$ cat src/design/lpbm_pkg.sv
// ----------------------------------------------------------------------------
// lpbm_pkg: shared definitions of the LRU page buffer manager
// Operation kinds, result status codes, the result record and the command
// and status records that join the controller to the datapath.
// ----------------------------------------------------------------------------
package lpbm_pkg;

  localparam logic [2:0] KIND_FIX       = 3'd0;
  localparam logic [2:0] KIND_FIX_EMPTY = 3'd1;
  localparam logic [2:0] KIND_REF       = 3'd2;
  localparam logic [2:0] KIND_UNREF     = 3'd3;
  localparam logic [2:0] KIND_MARK      = 3'd4;
  localparam logic [2:0] KIND_INSPECT   = 3'd5;

  localparam logic [2:0] ST_OK          = 3'd0;
  localparam logic [2:0] ST_NO_FRAME    = 3'd1;
  localparam logic [2:0] ST_STORE_FAIL  = 3'd2;
  localparam logic [2:0] ST_BAD_FRAME   = 3'd3;
  localparam logic [2:0] ST_SATURATED   = 3'd4;

  localparam logic [15:0] REFS_MAX = 16'hFFFF;

  typedef struct packed {
    logic [2:0]  status;
    logic        hit;
    logic [3:0]  frame;
    logic        writeback;
    logic [31:0] writeback_page;
    logic        fetch;
    logic [15:0] ref_count;
    logic        dirty;
    logic [31:0] frame_page;
  } res_t;

  typedef struct packed {
    logic load;         // latch an accepted request
    logic decode;       // settle results of malformed requests
    logic cnt_clr;
    logic cnt_inc;
    logic rd_cnt;       // frame RAM read address from the walk counter
    logic frame_op;     // reference, unreference, mark or inspect
    logic search_chk;   // compare one tag during the lookup
    logic pop_issue;    // read the top of the free stack
    logic pop_take;
    logic victim_chk;   // weigh one frame as replacement candidate
    logic victim_end;
    logic place;        // install the page in the chosen frame
    logic walk_op;      // close the recency gap left by the frame
    logic fin;          // write the frame's own metadata
    logic out_load;
  } cmd_t;

  typedef struct packed {
    logic kind_bad;
    logic kind_frame;
    logic kind_fix;
    logic idx_bad;
    logic cnt_last;
    logic match;
    logic refs_sat;
    logic free_empty;
    logic victim_none;
    logic victim_blocked;
    logic have_old;
    logic out_free;
  } sts_t;

endpackage

$ cat src/design/lpbm_req_if.sv
// ----------------------------------------------------------------------------
// lpbm_req_if: request channel
// Valid/ready channel carrying one page manager operation.
// ----------------------------------------------------------------------------
interface lpbm_req_if;
  logic        valid;
  logic        ready;
  logic [2:0]  kind;
  logic [31:0] page_number;
  logic [7:0]  frame_index;

  modport source (output valid, kind, page_number, frame_index, input ready);
  modport sink   (input valid, kind, page_number, frame_index, output ready);
endinterface

$ cat src/design/lpbm_res_if.sv
// ----------------------------------------------------------------------------
// lpbm_res_if: result channel
// Valid/ready channel carrying the outcome of one operation.
// ----------------------------------------------------------------------------
interface lpbm_res_if;
  logic        valid;
  logic        ready;
  logic [2:0]  status;
  logic        hit;
  logic [3:0]  frame;
  logic        writeback;
  logic [31:0] writeback_page;
  logic        fetch;
  logic [15:0] ref_count;
  logic        dirty;
  logic [31:0] frame_page;

  modport source (output valid, status, hit, frame, writeback, writeback_page, fetch,
                  ref_count, dirty, frame_page, input ready);
  modport sink   (input valid, status, hit, frame, writeback, writeback_page, fetch,
                  ref_count, dirty, frame_page, output ready);
endinterface

$ cat src/design/lpbm_ram.sv
// ----------------------------------------------------------------------------
// lpbm_ram: generic simple dual-port RAM
// One write port and one read port with registered read data.
// ----------------------------------------------------------------------------
module lpbm_ram #(
  parameter int WIDTH = 8,
  parameter int DEPTH = 16
) (
  input  logic                     clk,
  input  logic                     we,
  input  logic [$clog2(DEPTH)-1:0] waddr,
  input  logic [WIDTH-1:0]         wdata,
  input  logic [$clog2(DEPTH)-1:0] raddr,
  output logic [WIDTH-1:0]         rdata
);
  logic [WIDTH-1:0] mem [DEPTH];

  always_ff @(posedge clk) begin
    if (we) begin
      mem[waddr] <= wdata;
    end
    rdata <= mem[raddr];
  end
endmodule

$ cat src/design/lpbm_ctrl.sv
// ----------------------------------------------------------------------------
// lpbm_ctrl: operation sequencer
// Steps each request through its frame operation, or through lookup, allocation
// and recency walk, and on to its result.
module lpbm_ctrl (
  input  logic              clk,
  input  logic              rst_n,
  input  logic              in_valid,
  output logic              in_ready,
  input  lpbm_pkg::sts_t    sts,
  output lpbm_pkg::cmd_t    cmd
);
  localparam logic [3:0] S_IDLE   = 4'd0;
  localparam logic [3:0] S_DECODE = 4'd1;
  localparam logic [3:0] S_FRD    = 4'd2;
  localparam logic [3:0] S_FOP    = 4'd3;
  localparam logic [3:0] S_SRD    = 4'd4;
  localparam logic [3:0] S_SCK    = 4'd5;
  localparam logic [3:0] S_ALLOC  = 4'd6;
  localparam logic [3:0] S_POP    = 4'd7;
  localparam logic [3:0] S_VRD    = 4'd8;
  localparam logic [3:0] S_VCK    = 4'd9;
  localparam logic [3:0] S_VEND   = 4'd10;
  localparam logic [3:0] S_PLACE  = 4'd11;
  localparam logic [3:0] S_WRD    = 4'd12;
  localparam logic [3:0] S_WOP    = 4'd13;
  localparam logic [3:0] S_FIN    = 4'd14;
  localparam logic [3:0] S_DONE   = 4'd15;

  logic [3:0] state_r, state_nxt;

  assign in_ready = (state_r == S_IDLE);

  always_comb begin
    cmd       = '0;
    state_nxt = state_r;
    unique case (state_r)
      S_IDLE: begin
        if (in_valid) begin
          cmd.load  = 1'b1;
          state_nxt = S_DECODE;
        end
      end
      S_DECODE: begin
        cmd.decode  = 1'b1;
        cmd.cnt_clr = 1'b1;
        priority if (sts.kind_bad) begin
          state_nxt = S_DONE;
        end else if (sts.kind_frame) begin
          state_nxt = sts.idx_bad ? S_DONE : S_FRD;
        end else if (sts.kind_fix) begin
          state_nxt = S_SRD;
        end else begin
          state_nxt = S_ALLOC;
        end
      end
      S_FRD: begin
        state_nxt = S_FOP;
      end
      S_FOP: begin
        cmd.frame_op = 1'b1;
        state_nxt    = S_DONE;
      end
      S_SRD: begin
        cmd.rd_cnt = 1'b1;
        state_nxt  = S_SCK;
      end
      S_SCK: begin
        cmd.search_chk = 1'b1;
        if (sts.match) begin
          cmd.cnt_clr = 1'b1;
          state_nxt   = sts.refs_sat ? S_DONE : S_WRD;
        end else begin
          cmd.cnt_inc = 1'b1;
          state_nxt   = sts.cnt_last ? S_ALLOC : S_SRD;
        end
      end
      S_ALLOC: begin
        if (sts.free_empty) begin
          cmd.cnt_clr = 1'b1;
          state_nxt   = S_VRD;
        end else begin
          cmd.pop_issue = 1'b1;
          state_nxt     = S_POP;
        end
      end
      S_POP: begin
        cmd.pop_take = 1'b1;
        state_nxt    = S_PLACE;
      end
      S_VRD: begin
        cmd.rd_cnt = 1'b1;
        state_nxt  = S_VCK;
      end
      S_VCK: begin
        cmd.victim_chk = 1'b1;
        cmd.cnt_inc    = 1'b1;
        state_nxt      = sts.cnt_last ? S_VEND : S_VRD;
      end
      S_VEND: begin
        cmd.victim_end = 1'b1;
        state_nxt = (sts.victim_none || sts.victim_blocked) ? S_DONE : S_PLACE;
      end
      S_PLACE: begin
        cmd.place   = 1'b1;
        cmd.cnt_clr = 1'b1;
        state_nxt   = sts.have_old ? S_WRD : S_FIN;
      end
      S_WRD: begin
        cmd.rd_cnt = 1'b1;
        state_nxt  = S_WOP;
      end
      S_WOP: begin
        cmd.walk_op = 1'b1;
        cmd.cnt_inc = 1'b1;
        state_nxt   = sts.cnt_last ? S_FIN : S_WRD;
      end
      S_FIN: begin
        cmd.fin   = 1'b1;
        state_nxt = S_DONE;
      end
      S_DONE: begin
        if (sts.out_free) begin
          cmd.out_load = 1'b1;
          state_nxt    = S_IDLE;
        end
      end
      default: state_nxt = S_IDLE;
    endcase
  end

  always_ff @(posedge clk) begin
    if (!rst_n) begin
      state_r <= S_IDLE;
    end else begin
      state_r <= state_nxt;
    end
  end
endmodule

$ cat src/design/lpbm_dp.sv
// ----------------------------------------------------------------------------
// lpbm_dp: frame tables and result datapath
// Holds tags, metadata and the free stack in RAMs, with residency and
// counters in flip-flops, and carries out the sequencer's commands.
// ----------------------------------------------------------------------------
module lpbm_dp #(
  parameter int FRAMES = 16
) (
  input  logic                    clk,
  input  logic                    rst_n,
  input  logic                    cfg_we,
  input  logic                    cfg_wdata,
  input  logic [2:0]              in_kind,
  input  logic [31:0]             in_page_number,
  input  logic [7:0]              in_frame_index,
  input  lpbm_pkg::cmd_t          cmd,
  output lpbm_pkg::sts_t          sts,
  input  logic                    out_ready,
  output logic                    out_valid,
  output lpbm_pkg::res_t          out_res
);
  localparam int IW = $clog2(FRAMES);
  localparam int CW = $clog2(FRAMES + 1);
  localparam int MW = 17 + IW;

  logic              in_core_r;
  logic [2:0]        kind_r;
  logic [31:0]       page_r;
  logic [7:0]        idx_r;
  logic [FRAMES-1:0] used_r;
  logic [FRAMES-1:0] svalid_r;
  logic [CW-1:0]     fc_r;
  logic [CW-1:0]     count_r;
  logic [IW-1:0]     cnt_r;
  logic [IW-1:0]     rd_addr;
  logic [IW-1:0]     rd_addr_r;
  logic [IW-1:0]     pos_r;
  logic [IW-1:0]     f_r;
  logic              have_old_r;
  logic [IW-1:0]     old_rank_r;
  logic [15:0]       refs_f_r;
  logic              dirty_f_r;
  logic [IW-1:0]     rank_f_r;
  logic              used_f_r;
  logic              best_v_r;
  logic [IW-1:0]     best_f_r;
  logic [IW-1:0]     best_rank_r;
  logic              best_dirty_r;
  logic [31:0]       best_tag_r;
  lpbm_pkg::res_t    res_r;
  lpbm_pkg::res_t    out_r;
  logic              out_valid_r;

  logic [31:0]   tag_q;
  logic [MW-1:0] meta_q;
  logic [IW-1:0] stack_q;
  logic          m_used;
  logic [15:0]   m_refs;
  logic          m_dirty;
  logic [IW-1:0] m_rank;
  logic [31:0]   m_tag;

  logic          meta_we;
  logic [IW-1:0] meta_waddr;
  logic [MW-1:0] meta_wdata;
  logic          tag_we;
  logic          stack_we;

  logic          fo_we;
  logic [2:0]    fo_status;
  logic [15:0]   fo_refs;
  logic          fo_dirty;
  logic          walk_dec;
  logic          cand;
  logic          fail_fetch;
  logic [IW-1:0] pop_f;

  assign rd_addr = cmd.rd_cnt ? cnt_r : idx_r[IW-1:0];

  assign m_used  = used_r[rd_addr_r];
  assign m_refs  = m_used ? meta_q[MW-1 -: 16] : 16'd0;
  assign m_dirty = m_used & meta_q[IW];
  assign m_rank  = meta_q[IW-1:0];
  assign m_tag   = m_used ? tag_q : 32'd0;

  assign fail_fetch = (kind_r == lpbm_pkg::KIND_FIX) && in_core_r;
  assign pop_f      = svalid_r[pos_r] ? stack_q : pos_r;

  // Reference, unreference, mark and inspect on an in-range frame.
  always_comb begin
    fo_we     = 1'b0;
    fo_status = lpbm_pkg::ST_OK;
    fo_refs   = m_refs;
    fo_dirty  = m_dirty;
    priority if (kind_r != lpbm_pkg::KIND_INSPECT && m_refs == 16'd0) begin
      fo_status = lpbm_pkg::ST_BAD_FRAME;
    end else if (kind_r == lpbm_pkg::KIND_REF) begin
      if (m_refs == lpbm_pkg::REFS_MAX) begin
        fo_status = lpbm_pkg::ST_SATURATED;
      end else begin
        fo_refs = m_refs + 16'd1;
        fo_we   = 1'b1;
      end
    end else if (kind_r == lpbm_pkg::KIND_UNREF) begin
      fo_refs = m_refs - 16'd1;
      fo_we   = 1'b1;
    end else if (kind_r == lpbm_pkg::KIND_MARK) begin
      fo_dirty = 1'b1;
      fo_we    = 1'b1;
    end else begin
      fo_we = 1'b0;
    end
  end

  // Every resident frame ranked above the departing slot moves down by one.
  assign walk_dec = m_used && (rd_addr_r != f_r) && (m_rank > old_rank_r);
  assign cand     = m_used && (m_refs == 16'd0);

  always_comb begin
    meta_we    = 1'b0;
    meta_waddr = f_r;
    meta_wdata = {refs_f_r, dirty_f_r, rank_f_r};
    priority if (cmd.fin) begin
      meta_we = 1'b1;
    end else if (cmd.walk_op) begin
      meta_we    = walk_dec;
      meta_waddr = rd_addr_r;
      meta_wdata = {m_refs, m_dirty, m_rank - 1'b1};
    end else if (cmd.frame_op) begin
      meta_we    = fo_we;
      meta_waddr = rd_addr_r;
      meta_wdata = {fo_refs, fo_dirty, m_rank};
    end else begin
      meta_we = 1'b0;
    end
  end

  assign tag_we   = cmd.place;
  assign stack_we = cmd.place && fail_fetch && (fc_r < CW'(FRAMES));

  lpbm_ram #(.WIDTH(32), .DEPTH(FRAMES)) u_tag_ram (
    .clk(clk), .we(tag_we), .waddr(f_r), .wdata(page_r),
    .raddr(rd_addr), .rdata(tag_q)
  );

  lpbm_ram #(.WIDTH(MW), .DEPTH(FRAMES)) u_meta_ram (
    .clk(clk), .we(meta_we), .waddr(meta_waddr), .wdata(meta_wdata),
    .raddr(rd_addr), .rdata(meta_q)
  );

  lpbm_ram #(.WIDTH(IW), .DEPTH(FRAMES)) u_stack_ram (
    .clk(clk), .we(stack_we), .waddr(IW'(fc_r)), .wdata(f_r),
    .raddr(IW'(fc_r - 1'b1)), .rdata(stack_q)
  );

  always_comb begin
    sts.kind_bad       = (kind_r > lpbm_pkg::KIND_INSPECT);
    sts.kind_frame     = (kind_r >= lpbm_pkg::KIND_REF) && !sts.kind_bad;
    sts.kind_fix       = (kind_r == lpbm_pkg::KIND_FIX);
    sts.idx_bad        = ({1'b0, idx_r} >= 9'(FRAMES));
    sts.cnt_last       = (cnt_r == IW'(FRAMES - 1));
    sts.match          = m_used && (tag_q == page_r);
    sts.refs_sat       = (m_refs == lpbm_pkg::REFS_MAX);
    sts.free_empty     = (fc_r == '0);
    sts.victim_none    = !best_v_r;
    sts.victim_blocked = best_v_r && best_dirty_r && in_core_r;
    sts.have_old       = have_old_r;
    sts.out_free       = !out_valid_r || out_ready;
  end

  // Control state.
  always_ff @(posedge clk) begin
    if (!rst_n) begin
      in_core_r   <= 1'b0;
      used_r      <= '0;
      svalid_r    <= '0;
      fc_r        <= CW'(FRAMES);
      count_r     <= '0;
      out_valid_r <= 1'b0;
    end else begin
      if (cfg_we) begin
        in_core_r <= cfg_wdata;
      end
      if (cmd.fin) begin
        used_r[f_r] <= used_f_r;
      end
      if (cmd.pop_issue) begin
        fc_r <= fc_r - 1'b1;
      end
      if (stack_we) begin
        svalid_r[IW'(fc_r)] <= 1'b1;
        fc_r                <= fc_r + 1'b1;
      end
      if (cmd.place) begin
        if (fail_fetch) begin
          count_r <= have_old_r ? count_r - 1'b1 : count_r;
        end else begin
          count_r <= have_old_r ? count_r : count_r + 1'b1;
        end
      end
      if (cmd.out_load) begin
        out_valid_r <= 1'b1;
      end else if (out_ready) begin
        out_valid_r <= 1'b0;
      end
    end
  end

  // Per-request working registers and the result record.
  always_ff @(posedge clk) begin
    rd_addr_r <= rd_addr;
    if (cmd.load) begin
      kind_r   <= in_kind;
      page_r   <= in_page_number;
      idx_r    <= in_frame_index;
      res_r    <= '0;
      best_v_r <= 1'b0;
    end
    if (cmd.cnt_clr) begin
      cnt_r <= '0;
    end else if (cmd.cnt_inc) begin
      cnt_r <= cnt_r + 1'b1;
    end
    if (cmd.decode) begin
      if (sts.kind_bad) begin
        res_r.status <= lpbm_pkg::ST_BAD_FRAME;
      end else if (sts.kind_frame) begin
        res_r.frame <= idx_r[3:0];
        if (sts.idx_bad) begin
          res_r.status <= lpbm_pkg::ST_BAD_FRAME;
        end
      end
    end
    if (cmd.frame_op) begin
      res_r.status     <= fo_status;
      res_r.ref_count  <= fo_refs;
      res_r.dirty      <= fo_dirty;
      res_r.frame_page <= m_tag;
    end
    if (cmd.search_chk && sts.match) begin
      f_r              <= cnt_r;
      res_r.hit        <= 1'b1;
      res_r.frame      <= 4'(cnt_r);
      res_r.dirty      <= m_dirty;
      res_r.frame_page <= tag_q;
      have_old_r       <= 1'b1;
      old_rank_r       <= m_rank;
      refs_f_r         <= m_refs + 16'd1;
      dirty_f_r        <= m_dirty;
      rank_f_r         <= IW'(count_r - 1'b1);
      used_f_r         <= 1'b1;
      if (sts.refs_sat) begin
        res_r.status    <= lpbm_pkg::ST_SATURATED;
        res_r.ref_count <= m_refs;
      end else begin
        res_r.ref_count <= m_refs + 16'd1;
      end
    end
    if (cmd.pop_issue) begin
      pos_r <= IW'(fc_r - 1'b1);
    end
    if (cmd.pop_take) begin
      f_r        <= pop_f;
      have_old_r <= 1'b0;
    end
    if (cmd.victim_chk && cand && (!best_v_r || m_rank < best_rank_r)) begin
      best_v_r     <= 1'b1;
      best_f_r     <= rd_addr_r;
      best_rank_r  <= m_rank;
      best_dirty_r <= m_dirty;
      best_tag_r   <= tag_q;
    end
    if (cmd.victim_end) begin
      priority if (!best_v_r) begin
        res_r.status <= lpbm_pkg::ST_NO_FRAME;
      end else if (best_dirty_r && in_core_r) begin
        res_r.status     <= lpbm_pkg::ST_STORE_FAIL;
        res_r.frame      <= 4'(best_f_r);
        res_r.dirty      <= 1'b1;
        res_r.frame_page <= best_tag_r;
      end else begin
        f_r                  <= best_f_r;
        have_old_r           <= 1'b1;
        old_rank_r           <= best_rank_r;
        res_r.writeback      <= best_dirty_r;
        res_r.writeback_page <= best_dirty_r ? best_tag_r : 32'd0;
      end
    end
    if (cmd.place) begin
      res_r.frame <= 4'(f_r);
      dirty_f_r   <= 1'b0;
      if (fail_fetch) begin
        // Without backing store the frame goes straight back to the free stack.
        refs_f_r         <= 16'd0;
        rank_f_r         <= '0;
        used_f_r         <= 1'b0;
        res_r.status     <= lpbm_pkg::ST_STORE_FAIL;
        res_r.ref_count  <= 16'd0;
        res_r.frame_page <= 32'd0;
      end else begin
        refs_f_r         <= 16'd1;
        rank_f_r         <= have_old_r ? IW'(count_r - 1'b1) : IW'(count_r);
        used_f_r         <= 1'b1;
        res_r.fetch      <= (kind_r == lpbm_pkg::KIND_FIX);
        res_r.ref_count  <= 16'd1;
        res_r.frame_page <= page_r;
      end
      res_r.dirty <= 1'b0;
    end
    if (cmd.out_load) begin
      out_r <= res_r;
    end
  end

  assign out_valid = out_valid_r;
  assign out_res   = out_r;

`ifndef ASSERT_OFF
  a_free_bound: assert property (@(posedge clk) disable iff (!rst_n)
    fc_r <= CW'(FRAMES))
    else $error("free stack count beyond frame count");
  a_resident_count: assert property (@(posedge clk) disable iff (!rst_n)
    cmd.load |-> ($countones(used_r) == 32'(count_r)))
    else $error("recency list length disagrees with resident frames");
  a_frames_conserved: assert property (@(posedge clk) disable iff (!rst_n)
    cmd.load |-> ((32'(count_r) + 32'(fc_r)) <= FRAMES))
    else $error("resident and free frames exceed frame count");
  a_pop_nonempty: assert property (@(posedge clk) disable iff (!rst_n)
    cmd.pop_issue |-> (fc_r != '0))
    else $error("pop from empty free stack");
`endif
endmodule

$ cat src/design/lru_page_buffer_manager_top.sv
// ----------------------------------------------------------------------------
// lru_page_buffer_manager_top: LRU page frame manager
// Fixes pages into frames with LRU replacement and a free-frame stack, and
// references, unreferences, marks or inspects frames.
// ----------------------------------------------------------------------------
//  channel   direction  handshake        payload
//  in_req    sink       valid / ready    kind, page_number, frame_index
//  out_res   source     valid / ready    status .. frame_page (one per request)
//  cfg_*     sink       cfg_we           cfg_wdata = in_core
//
// Reference, unreference, mark and inspect read and act on one frame's metadata.
// A fix walks the tag RAM one frame at a time until it hits; a miss that
// finds the free stack empty scans all frames again for the victim, and a hit
// or eviction walks the metadata RAM once more to close the recency order;
// every walk reads one frame at a time, as each RAM has a single read port.
// Reset is synchronous and needs no clearing pass; one request is in flight
// at a time, and a stalled result holds the block in its final state.
// ----------------------------------------------------------------------------
module lru_page_buffer_manager_top #(
  parameter int FRAMES = 16
) (
  input  logic      clk,
  input  logic      rst_n,
  input  logic      cfg_we,
  input  logic      cfg_wdata,
  lpbm_req_if.sink  in_req,
  lpbm_res_if.source out_res
);
  lpbm_pkg::cmd_t cmd;
  lpbm_pkg::sts_t sts;
  lpbm_pkg::res_t res;
  logic           in_ready;

  lpbm_ctrl u_ctrl (
    .clk(clk), .rst_n(rst_n),
    .in_valid(in_req.valid), .in_ready(in_ready),
    .sts(sts), .cmd(cmd)
  );

  lpbm_dp #(.FRAMES(FRAMES)) u_dp (
    .clk(clk), .rst_n(rst_n),
    .cfg_we(cfg_we), .cfg_wdata(cfg_wdata),
    .in_kind(in_req.kind), .in_page_number(in_req.page_number),
    .in_frame_index(in_req.frame_index),
    .cmd(cmd), .sts(sts),
    .out_ready(out_res.ready), .out_valid(out_res.valid), .out_res(res)
  );

  assign in_req.ready           = in_ready;
  assign out_res.status         = res.status;
  assign out_res.hit            = res.hit;
  assign out_res.frame          = res.frame;
  assign out_res.writeback      = res.writeback;
  assign out_res.writeback_page = res.writeback_page;
  assign out_res.fetch          = res.fetch;
  assign out_res.ref_count      = res.ref_count;
  assign out_res.dirty          = res.dirty;
  assign out_res.frame_page     = res.frame_page;
endmodule
$ cat src/flat_wrapper.sv
// flat-port wrapper written by rule: the top's interface ports become plain ports
module lru_page_buffer_manager_top_flat 
#(
  parameter int FRAMES = 16
)
  (clk, rst_n, cfg_we, cfg_wdata, in_req_valid, in_req_kind, in_req_page_number, in_req_frame_index, in_req_ready, out_res_valid, out_res_status, out_res_hit, out_res_frame, out_res_writeback, out_res_writeback_page, out_res_fetch, out_res_ref_count, out_res_dirty, out_res_frame_page, out_res_ready);
  lpbm_req_if in_req_i ();
  lpbm_res_if out_res_i ();
  input  logic clk;
  input  logic rst_n;
  input  logic cfg_we;
  input  logic cfg_wdata;
  input wire logic [$bits(in_req_i.valid)-1:0] in_req_valid;
  input wire logic [$bits(in_req_i.kind)-1:0] in_req_kind;
  input wire logic [$bits(in_req_i.page_number)-1:0] in_req_page_number;
  input wire logic [$bits(in_req_i.frame_index)-1:0] in_req_frame_index;
  output wire logic [$bits(in_req_i.ready)-1:0] in_req_ready;
  output wire logic [$bits(out_res_i.valid)-1:0] out_res_valid;
  output wire logic [$bits(out_res_i.status)-1:0] out_res_status;
  output wire logic [$bits(out_res_i.hit)-1:0] out_res_hit;
  output wire logic [$bits(out_res_i.frame)-1:0] out_res_frame;
  output wire logic [$bits(out_res_i.writeback)-1:0] out_res_writeback;
  output wire logic [$bits(out_res_i.writeback_page)-1:0] out_res_writeback_page;
  output wire logic [$bits(out_res_i.fetch)-1:0] out_res_fetch;
  output wire logic [$bits(out_res_i.ref_count)-1:0] out_res_ref_count;
  output wire logic [$bits(out_res_i.dirty)-1:0] out_res_dirty;
  output wire logic [$bits(out_res_i.frame_page)-1:0] out_res_frame_page;
  input wire logic [$bits(out_res_i.ready)-1:0] out_res_ready;
  assign in_req_i.valid = in_req_valid;
  assign in_req_i.kind = in_req_kind;
  assign in_req_i.page_number = in_req_page_number;
  assign in_req_i.frame_index = in_req_frame_index;
  assign in_req_ready = in_req_i.ready;
  assign out_res_valid = out_res_i.valid;
  assign out_res_status = out_res_i.status;
  assign out_res_hit = out_res_i.hit;
  assign out_res_frame = out_res_i.frame;
  assign out_res_writeback = out_res_i.writeback;
  assign out_res_writeback_page = out_res_i.writeback_page;
  assign out_res_fetch = out_res_i.fetch;
  assign out_res_ref_count = out_res_i.ref_count;
  assign out_res_dirty = out_res_i.dirty;
  assign out_res_frame_page = out_res_i.frame_page;
  assign out_res_i.ready = out_res_ready;
  lru_page_buffer_manager_top #(.FRAMES(FRAMES)) u_core (.clk(clk), .rst_n(rst_n), .cfg_we(cfg_we), .cfg_wdata(cfg_wdata), .in_req(in_req_i), .out_res(out_res_i));
endmodule
$ cat config.mk
export PLATFORM = sky130hd
export DESIGN_NAME = lru_page_buffer_manager_top_flat
export DESIGN_NICKNAME = d
export VERILOG_FILES = /design/src/design/lpbm_pkg.sv /design/src/design/lpbm_req_if.sv /design/src/design/lpbm_res_if.sv /design/src/design/lpbm_ram.sv /design/src/design/lpbm_ctrl.sv /design/src/design/lpbm_dp.sv /design/src/design/lru_page_buffer_manager_top.sv /design/src/flat_wrapper.sv
export SDC_FILE = /design/constraint.sdc
export NUM_CORES = 2
export LEC_CHECK = 0
export ABC_AREA = 1
export BUFFER_PORTS_ARGS = -buffer_cell sky130_fd_sc_hd__buf_2
export CORE_MARGIN = 1.5
export CORE_UTILIZATION = 40
export CTS_BUF_LIST = sky130_fd_sc_hd__clkbuf_8 sky130_fd_sc_hd__clkbuf_16
export CTS_CLUSTER_DIAMETER = 80
export DETAILED_ROUTE_END_ITERATION = 16
export SLEW_MARGIN = 20
export SYNTH_ARGS = -nofsm -noshare
export SYNTH_HDL_FRONTEND = slang
export SYNTH_SLANG_ARGS = --single-unit
$ cat constraint.sdc
create_clock -name clk -period 5.19 [get_ports clk]
set_clock_uncertainty 0.2 [all_clocks]
set_input_delay 0.519 -clock clk [delete_from_list [all_inputs] [get_ports clk]]
set_output_delay 0.519 -clock clk [all_outputs]
set_load 0.02 [all_outputs]
==> impl_metrics.json <==
{
  "outcome": "finished clean",
  "start_kind": "flip-flop",
  "place_inst": 6099,
  "dieArea_sq_mm": 0.134,
  "die_h_microns": 366,
  "slowest_stage": "dfxtp_1",
  "ys_ff_latch": 1326,
  "post-cts-setup-buffer-count": 0,
  "grt_usage": 0.213,
  "coreArea_sq_mm": 0.131,
  "hold_class": "in2reg",
  "max_freq_ghz": 0.216,
  "dpl.hpwl_mm": 85.7,
  "placed_cell_area_sq_mm": 0.0558,
  "drtIter0Drc": 3880,
  "crit_cells": 20,
  "grt_pass1_vias": 33738,
  "synth_cell_types": 56,
  "maxCapViolCount": 0,
  "clock_tree.buffer_depth": 3,
  "path_max_fanout": 37,
  "grt_pass1_wl_mm": 217,
  "routedWlPerCell_microns": 22.7,
  "timing.slew.headroom": 0.237,
  "synthFlopType": "edfxtp_1",
  "synthToLayoutAreaGrowth_pct": 15.3,
  "timing.rr.end": "u_core.u_dp.u_meta_ram.mem[2][16]$_DFFE_PP_",
  "cp-endpoint": "u_core.u_dp.u_meta_ram.mem[2][16]$_DFFE_PP_",
  "cts-root-buf": "clkbuf_16",
  "peakVddDrop_v": 0.000904,
  "dr.pass1.iters": 6,
  "path_class": "reg2reg",
  "antenna_found_initial": 3,
  "syn_inst": 4342,
  "setup_viol": 0,
  "tightestPinTransition_ns": 1.14,
  "final_hold_viol_count": 0,
  "tns_ns": 0,
  "drc": 0,
  "avgSynthCellArea_sq_um": 12.1,
  "max_stage_delay_ns": 0.61,
  "stdcell_count": 6399,
  "final_cell_area_sq_mm": 0.0608,
  "total_power_mw": 35.9,
  "cts_buffers": 137,
  "cp.required_ns": 5.40,
  "clock-sinks": 1326,
  "port-buffer-count": 141,
  "reg2reg_depth": 20,
  "yosysSeqAreaShare": 0.717,
  "critical_path.top_delay_family": "simple AND/OR/NAND/NOR gates",
  "syn-cell-area_sq_mm": 0.0528,
  "pin_count": 142,
  "viasPerCell": 5.52,
  "worstPathArrival_ns": 4.84,
  "critical_path.cell_chain": "inv_6 > nand2_1 > nand2_1 > nand2_1 > nand3_1 > nand3_2 > nand2_4 > nand2_2 > inv_1 > ha_1 > nand4_1 > nor2_4 > nand2_2 > inv_1 > nand2_1 > nand3_1 > o21ai_1 > nand2_1 > nor2_2 > buf_4",
  "grt_max_degree": 242,
  "finalHoldWorstSlack_ns": 0.0783,
  "ctsResizeCount": 0,
  "grt_overflow": 0,
  "synthArstFlopShare": 0,
  "place_congestion": 0.904,
  "ys_warn_count": 0,
  "clk_latency_ns": 0.76,
  "crit_path_frequent_cell": "nand2_1",
  "ant_nets": 0,
  "synth-edff-count": 1128,
  "p_per_area_mw_per_mm2": 590,
  "crit_start": "u_core.u_dp.rd_addr_r[0]$_DFF_P_",
  "start_util": 0.402,
  "period_needed_ns": 4.63,
  "cp-end-kind": "flip-flop",
  "rrSetupSlack_ns": 0.56,
  "die_w_microns": 366,
  "timing.final.crit_share": 0.892,
  "cts_tree": "done",
  "path_clk_slew_ns": 0.06,
  "rows": 133,
  "via_count": 35344,
  "drive_above_1_share": 0.125,
  "reg2reg_from": "u_core.u_dp.rd_addr_r[0]$_DFF_P_",
  "nets": 4597,
  "cp_num_buf_inv": 4,
  "drt-total-wl_mm": 145,
  "synth_fp_nets": 4409,
  "rsz0062_at_grt": "no",
  "h-tree-depth": 4,
  "slew_violations": 0,
  "p_leak_nw": 21.1
}
area by class of cell:
class	instances	area, sq um
Clock inverter	94	752
Inverter	199	773
Clock buffer	157	3770
Sequential cell	1326	37800
Tap cell	1755	2200
Fill cell	11848	70300
Antenna cell	2	5.00
Timing Repair Buffer	306	2140
Multi-Input combinational cell	2560	13300
repair_timing:
action / in CTS / in global routing
endpoints found under the hold margin: 46 / 0
endpoints found under the setup margin: 0 / 0
hold buffers: 47 / 0
sequential cells by signal (all words and copies together) (netlist names), 5 cells and up:
signal                        flops
u_core.u_dp.best_tag_r           32
u_core.u_dp.fc_r                  5
u_core.u_dp.svalid_r             16
u_core.u_dp.u_meta_ram.mem      336
u_core.u_dp.u_tag_ram.rdata      32
u_core.u_dp.page_r               32
u_core.u_dp.u_stack_ram.mem      64
u_core.u_dp.refs_f_r             16
u_core.u_dp.u_meta_ram.rdata     21
u_core.u_dp.u_tag_ram.mem       512
u_core.u_dp.res_r                91
u_core.u_dp.out_res              91
u_core.u_dp.idx_r                 8
u_core.u_dp.used_r               16
cells in the mapped netlist, types with 2 or more instances:
cell / number / area (sq um)
edfxtp_1: 1128 / 33900
nor2_1: 650 / 2440
o21ai_0: 572 / 2860
nand2_1: 502 / 1880
clkbuf_1: 218 / 818
dfxtp_1: 198 / 3960
inv_1: 187 / 702
o221ai_1: 166 / 1450
nand3_1: 161 / 806
o211ai_1: 126 / 946
o22ai_1: 77 / 482
a21oi_1: 64 / 320
a31oi_1: 38 / 238
xor2_1: 28 / 245
buf_2: 24 / 120
nand4_1: 24 / 150
ha_1: 18 / 225
xnor2_1: 18 / 158
o21a_1: 15 / 113
nand3_2: 14 / 140
nor3_1: 11 / 55.1
or2_2: 10 / 62.6
inv_2: 9 / 33.8
buf_1: 8 / 30.0
nand2_2: 8 / 50.1
o21ai_1: 8 / 40.0
nor2_2: 7 / 43.8
buf_6: 5 / 56.3
nor2_4: 5 / 56.3
a21boi_0: 3 / 22.5
nor4_1: 3 / 18.8
o211ai_2: 3 / 37.5
o21ai_2: 3 / 26.3
a211oi_1: 2 / 15.0
a21oi_2: 2 / 17.5
a221oi_1: 2 / 17.5
buf_8: 2 / 30.0
clkinv_1: 2 / 7.51
nand2_4: 2 / 22.5
nor3_2: 2 / 20.0
nor3b_1: 2 / 15.0
tightest hold or removal path, delay by kind of cell:
| family | cells | cell delay, ns |
|---|---|---|
| simple gates | 1 | 0.14 |
| buf+inv | 2 | 0.32 |
cell families (layout without fill, tap and decap cells):
logic type	Yosys count	in the layout	synth area share
AND/OR/NAND/NOR	1406	1406	0.110
flip-flops	1326	1326	0.717
AO/OA/AOI/OAI	1088	1088	0.126
buffers and inverters	456	756	0.0342
XOR/XNOR	47	47	0.00795
adder cells (fa/ha/maj)	18	18	0.00427
multiplexers	1	1	0.000190
other	0	2	0
how the worst min path moves through the flow:
stage                                                       end  depth (start not counted)                                 from
after floorplan               u_core.u_dp.out_res[33]$_DFFE_PP_                          0      u_core.u_dp.res_r[33]$_DFFE_PP_
after detailed placement      u_core.u_dp.out_res[36]$_DFFE_PP_                          0  u_core.u_dp.res_r[36]$_SDFFCE_PP0P_
after CTS                 u_core.u_ctrl.state_r[1]$_SDFFE_PN0P_                          3                                rst_n
final                     u_core.u_ctrl.state_r[1]$_SDFFE_PN0P_                          3                                rst_n
after global routing      u_core.u_ctrl.state_r[1]$_SDFFE_PN0P_                          3                                rst_n
after global placement        u_core.u_dp.out_res[48]$_DFFE_PP_                          0  u_core.u_dp.res_r[48]$_SDFFCE_PP0P_
per-stage QoR:
stage / worst slack, ns / utilization
final: 0.559 / 0.464
after global routing: 0.324 / 0.464
after CTS: 0.677 / 0.464
after detailed placement: 0.697 / 0.426
after global placement: 0.796 / 0.426
after floorplan: 1.05 / -
per-layer routing:
| metal | track usage | wire (microns) | vias to the layer above |
|---|---|---|---|
| met4 | 0.0708 | 4170 | 4 |
| met1 | 0.298 | 62900 | 17499 |
| met5 | 0 | 23 | - |
| li1 | - | - | 16251 |
| met2 | 0.337 | 67800 | 1358 |
| met3 | 0.0375 | 10500 | 232 |
cell usage in the layout, fill, tap and decap left out, drive strengths merged, types with 28 or more instances in the layout:
| cell type | n |
|---|---|
| o21ai | 583 |
| nand3 | 175 |
| o22ai | 77 |
| a31oi | 38 |
| inv | 230 |
| a21oi | 66 |
| clkinv | 48 |
| xor2 | 28 |
| edfxtp | 1128 |
| buf | 259 |
| dlygate4sd3 | 47 |
| o211ai | 129 |
| o221ai | 166 |
| nand2 | 512 |
| clkbuf | 157 |
| nor2 | 662 |
| dfxtp | 198 |
power breakdown:
| part | internal (mW) | switching [mW] | total [mW] |
|---|---|---|---|
| combinational | 3.41 | 8.97 | 12.4 |
| clock | 5.71 | 4.06 | 9.77 |
| sequential | 12.8 | 0.884 | 13.7 |
| total | 22.0 | 13.9 | 35.9 |
(Power assumes the default switching activity.)
